<file path="config.mk">
export PLATFORM = sky130hd
export DESIGN_NAME = kn01_upd
export DESIGN_NICKNAME = d
export VERILOG_FILES = /design/src/hw/rtl/knapsack_01_max_value_unit_defines.svh /design/src/hw/rtl/kn01_pkg.sv /design/src/hw/rtl/kn01_upd.sv
export SDC_FILE = /design/constraint.sdc
export NUM_CORES = 1
export LEC_CHECK = 0
export ABC_CLOCK_PERIOD_IN_PS = 6400
export BUFFER_PORTS_ARGS = -buffer_cell sky130_fd_sc_hd__buf_2
export CORE_UTILIZATION = 40
export DETAILED_ROUTE_END_ITERATION = 10
export PLACE_DENSITY = 0.76
export SLEW_MARGIN = 20
export SYNTH_ARGS = -nofsm -noshare
export SYNTH_HDL_FRONTEND = slang
export SYNTH_SLANG_ARGS = --single-unit
export TNS_END_PERCENT = 100
</file>
<file path="constraint.sdc">
create_clock -name vclk -period 6.4
set_input_delay 0.32 -clock vclk [all_inputs]
set_output_delay 0.32 -clock vclk [all_outputs]
set_load 0.01 [all_outputs]
</file>
<file path="src/hw/rtl/knapsack_01_max_value_unit_defines.svh">
// assertion macros shared by the knapsack rtl
// both expect clk and rst_n in the module that uses them
`ifndef KNAPSACK_01_MAX_VALUE_UNIT_DEFINES_SVH
`define KNAPSACK_01_MAX_VALUE_UNIT_DEFINES_SVH

`ifndef SYNTHESIS

// property must hold whenever reset is released
`define KN_ASSERT(lbl, prop, msg) \
    lbl: assert property (@(posedge clk) disable iff (!rst_n) (prop)) else $error(msg);

// condition must never be seen while reset is released
`define KN_NEVER(lbl, cond, msg) \
    lbl: assert property (@(posedge clk) disable iff (!rst_n) !(cond)) else $error(msg);

`else

`define KN_ASSERT(lbl, prop, msg)

`define KN_NEVER(lbl, cond, msg)

`endif

`endif

</file>
<file path="src/hw/rtl/kn01_pkg.sv">
package kn01_pkg;

    localparam int VALUE_W     = 16;
    localparam int WEIGHT_W    = 10;
    localparam int CAP_W       = 10;
    localparam int TOTAL_W     = 32;
    localparam int IN_TDATA_W  = 32;
    localparam int OUT_TDATA_W = 32;

    localparam int MAX_CAPACITY_DEF = 1023;

    localparam logic [TOTAL_W-1:0] TOTAL_MAX = {TOTAL_W{1'b1}};

    // control for one table update
    typedef struct packed {
        logic fit;    // item weight fits at this capacity
        logic fresh;  // table is logically all zeros
    } upd_ctrl_t;

endpackage

</file>
<file path="src/hw/rtl/kn01_upd.sv">
module kn01_upd (
    input  kn01_pkg::upd_ctrl_t             ctrl,
    input  logic [kn01_pkg::TOTAL_W-1:0]    old_total,
    input  logic [kn01_pkg::TOTAL_W-1:0]    base_total,
    input  logic [kn01_pkg::VALUE_W-1:0]    item_value,
    output logic [kn01_pkg::TOTAL_W-1:0]    new_total
);
    import kn01_pkg::*;

    logic [TOTAL_W-1:0] old_eff;
    logic [TOTAL_W-1:0] base_eff;
    logic [TOTAL_W:0]   sum;
    logic [TOTAL_W-1:0] take;

    // a fresh table reads as zero everywhere
    assign old_eff  = ctrl.fresh ? '0 : old_total;
    assign base_eff = ctrl.fresh ? '0 : base_total;

    assign sum  = {1'b0, base_eff} + {{(TOTAL_W + 1 - VALUE_W){1'b0}}, item_value};
    assign take = sum[TOTAL_W] ? TOTAL_MAX : sum[TOTAL_W-1:0];

    always_comb
    begin
        new_total = old_eff;
        if (ctrl.fit && (take > old_eff))
        begin
            new_total = take;
        end
    end

endmodule

</file>
==> flow_metrics.tcl <==
set metrics [dict create \
    synthDominantAreaCellType "ha_1" \
    gp_congestion 1.00 \
    grt_pass1_vias 3409 \
    num_antenna_cells 0 \
    hold_viol 0 \
    finalSetupTns_ns 0 \
    start_kind "input port" \
    synth_compound_area_share_pct 32.1 \
    status "completed" \
    layout_min_cycle_time_ns 6.00 \
    holdWs_ns 1.01 \
    crit_path_end_kind "primary output" \
    max_cap_violations 0 \
    routed.top_layer "met4" \
    synth_top_family_by_area "simple AND/OR/NAND/NOR gates" \
    min_path_cells 4 \
    hp-class "in2out" \
    wl_met3_um 694 \
    hpwl_um 8420 \
    drt_iter0_markers 303 \
    met1_length_um 4640 \
    yosys-top-cells-count "nand2_1, ha_1, a21oi_1, nor2_1, o21ai_0" \
    rsz0062_at_grt "false" \
    synth_area_leaders "ha_1, nand2_1, a21oi_1" \
    nFlopsAndLatches 0 \
    arrival_ns 5.68 \
    wl_met2_um 4620 \
    power.leakage_nw 1.73 \
    seqCellArea_um2 0 \
    vias 3752 \
    synthCells 438 \
    fmax_mhz 167 \
    core-area_um2 6940 \
    antenna_found_initial 0 \
    grtUsageTotal_pct 25.6 \
    syn_avg_cell_area_um2 6.69 \
    syn-cell-area_um2 2930 \
    postLayoutCoreUtil_pct 51.8 \
    dieArea_um2 7670 \
    relSlewSlack_pct 26.6 \
    post_drt_wl_per_cell_um 15.8 \
    wirelength_um 10100 \
    irDropWorstVdd_mv 0.0395 \
    via_per_inst 5.84 \
    synth_top_area_share_pct 20.5 \
    rows 30 \
    grt_max_degree 31 \
    ioPinCount 114 \
    area_growth_pct 22.8 \
    final_nets 679 \
    synth_xor_xnor_area_share_pct 5.38 \
    seq_area_frac_synth_pct 0 \
    yosysMostFrequentCell "nand2_1" \
    yosys.cell_types.count 60 \
    cts_hold_buf 0 \
    firstDrtPassIters 5 \
    required_ns 6.08 \
    yosys.area_share.simple_pct 34.0 \
    synth_nets 569 \
    postCtsSetupRepairBufs 0 \
    drc 0 \
    port_buffers 114 \
    ys_warn_count 0 \
    drive_above_1_share_pct 26.7 \
    antenna_left 0 \
    die_w_um 87.6 \
    cp_max_fo 18 \
    slew_violations 0 \
    tightest_slew_ns 1.09 \
    synth-adder-area-share_pct 21.2 \
    initial_core_util_pct 42.2 \
    power-per-cell-area_nw_per_um2 92.8 \
    crit_type "in2out" \
    grt_pass1_wl_um 15900 \
    setup_viol 0 \
    clkbuf_count 0 \
    fp.dieH_um 87.6 \
    grt-ovfl-total 0 \
    fin_crit_sh_pct 93.8 \
    muxShareOfSynthArea_pct 2.52 \
]
[layer usage]
layer	global-route usage, %	up-vias
li1	-	1866
met1	36.4	1697
met2	43.6	169
met3	0.377	20
met4	5.22	0
met5	0	-
[cells in the final DEF, fill, tap and decap left out, types with 6 or more instances in the layout]
cell type / netlist / layout
xnor2_1: 12 / 12
ha_1: 48 / 48
buf_2: 5 / 114
a21o_1: 11 / 11
a21oi_1: 29 / 29
nand4_1: 15 / 15
o21ai_1: 12 / 12
a211oi_1: 9 / 9
o211ai_1: 13 / 13
nand3_1: 10 / 10
nor2b_1: 20 / 20
nor2_1: 28 / 28
and3_1: 7 / 7
xor2_1: 6 / 6
inv_1: 7 / 7
nand2_1: 78 / 78
nand2b_1: 6 / 6
nor3_1: 12 / 12
o21ai_0: 26 / 26
buf_4: 1 / 12
[worst max-delay path: stages]
cell,delay (ns)
buf_2,0.32
nor2b_1,0.11
ha_1,0.24
fa_1,0.43
a211oi_1,0.41
o21ai_0,0.21
a211o_1,0.32
nand3_1,0.13
buf_4,0.20
nor4_1,0.08
or4_4,0.50
ha_1,0.31
nand4_1,0.14
or4_1,0.56
o211ai_1,0.25
a31oi_2,0.08
buf_4,0.19
nor2_2,0.09
buf_4,0.21
nor3_1,0.06
a221oi_1,0.32
buf_2,0.19
[cell type report]
type	instances	area, µm²
inverter	7	26.3
tap	96	120
fill	745	3350
multi-input combinational	413	2790
timing repair buffer	126	661
[stage by stage]
stage | setup slack (ns) | total power, mW | cells | area (µm²)
detailed placement | 0.159 | 0.328 | 642 | 3600
floorplan | 1.05 | 0.223 | 438 | 2930
finish | 0.400 | 0.334 | 642 | 3600
CTS | 0.142 | 0.329 | 642 | 3600
global placement | 0.343 | 0.322 | 642 | 3600
global route | 0.0200 | 0.372 | 642 | 3600
[timing repair]
item | CTS | global route
hold endpoints to repair | 0 | 0
endpoints found under the setup margin | 0 | 22
resized for setup | 0 | 2
[path summary, 6_finish.rpt]
check,start,endpoint,slack [ns]
max,ctrl[0],new_total[27],0.40
min,old_total[8],new_total[8],1.01
[cell families after synthesis]
group                      Yosys count
and+or+nand+nor                    202
AOI/OAI and AO/OA                  137
adders and majority gates           49
buffers and inverters               25
xor gates and xnor gates            18
muxes                                7
[power breakdown]
group	switching (mW)	total [mW]	internal [mW]
clock network	0	0	0
registers	0	0	0
logic	0.193	0.334	0.141
total	0.193	0.334	0.141
Power figures use the tool's default switching activity.
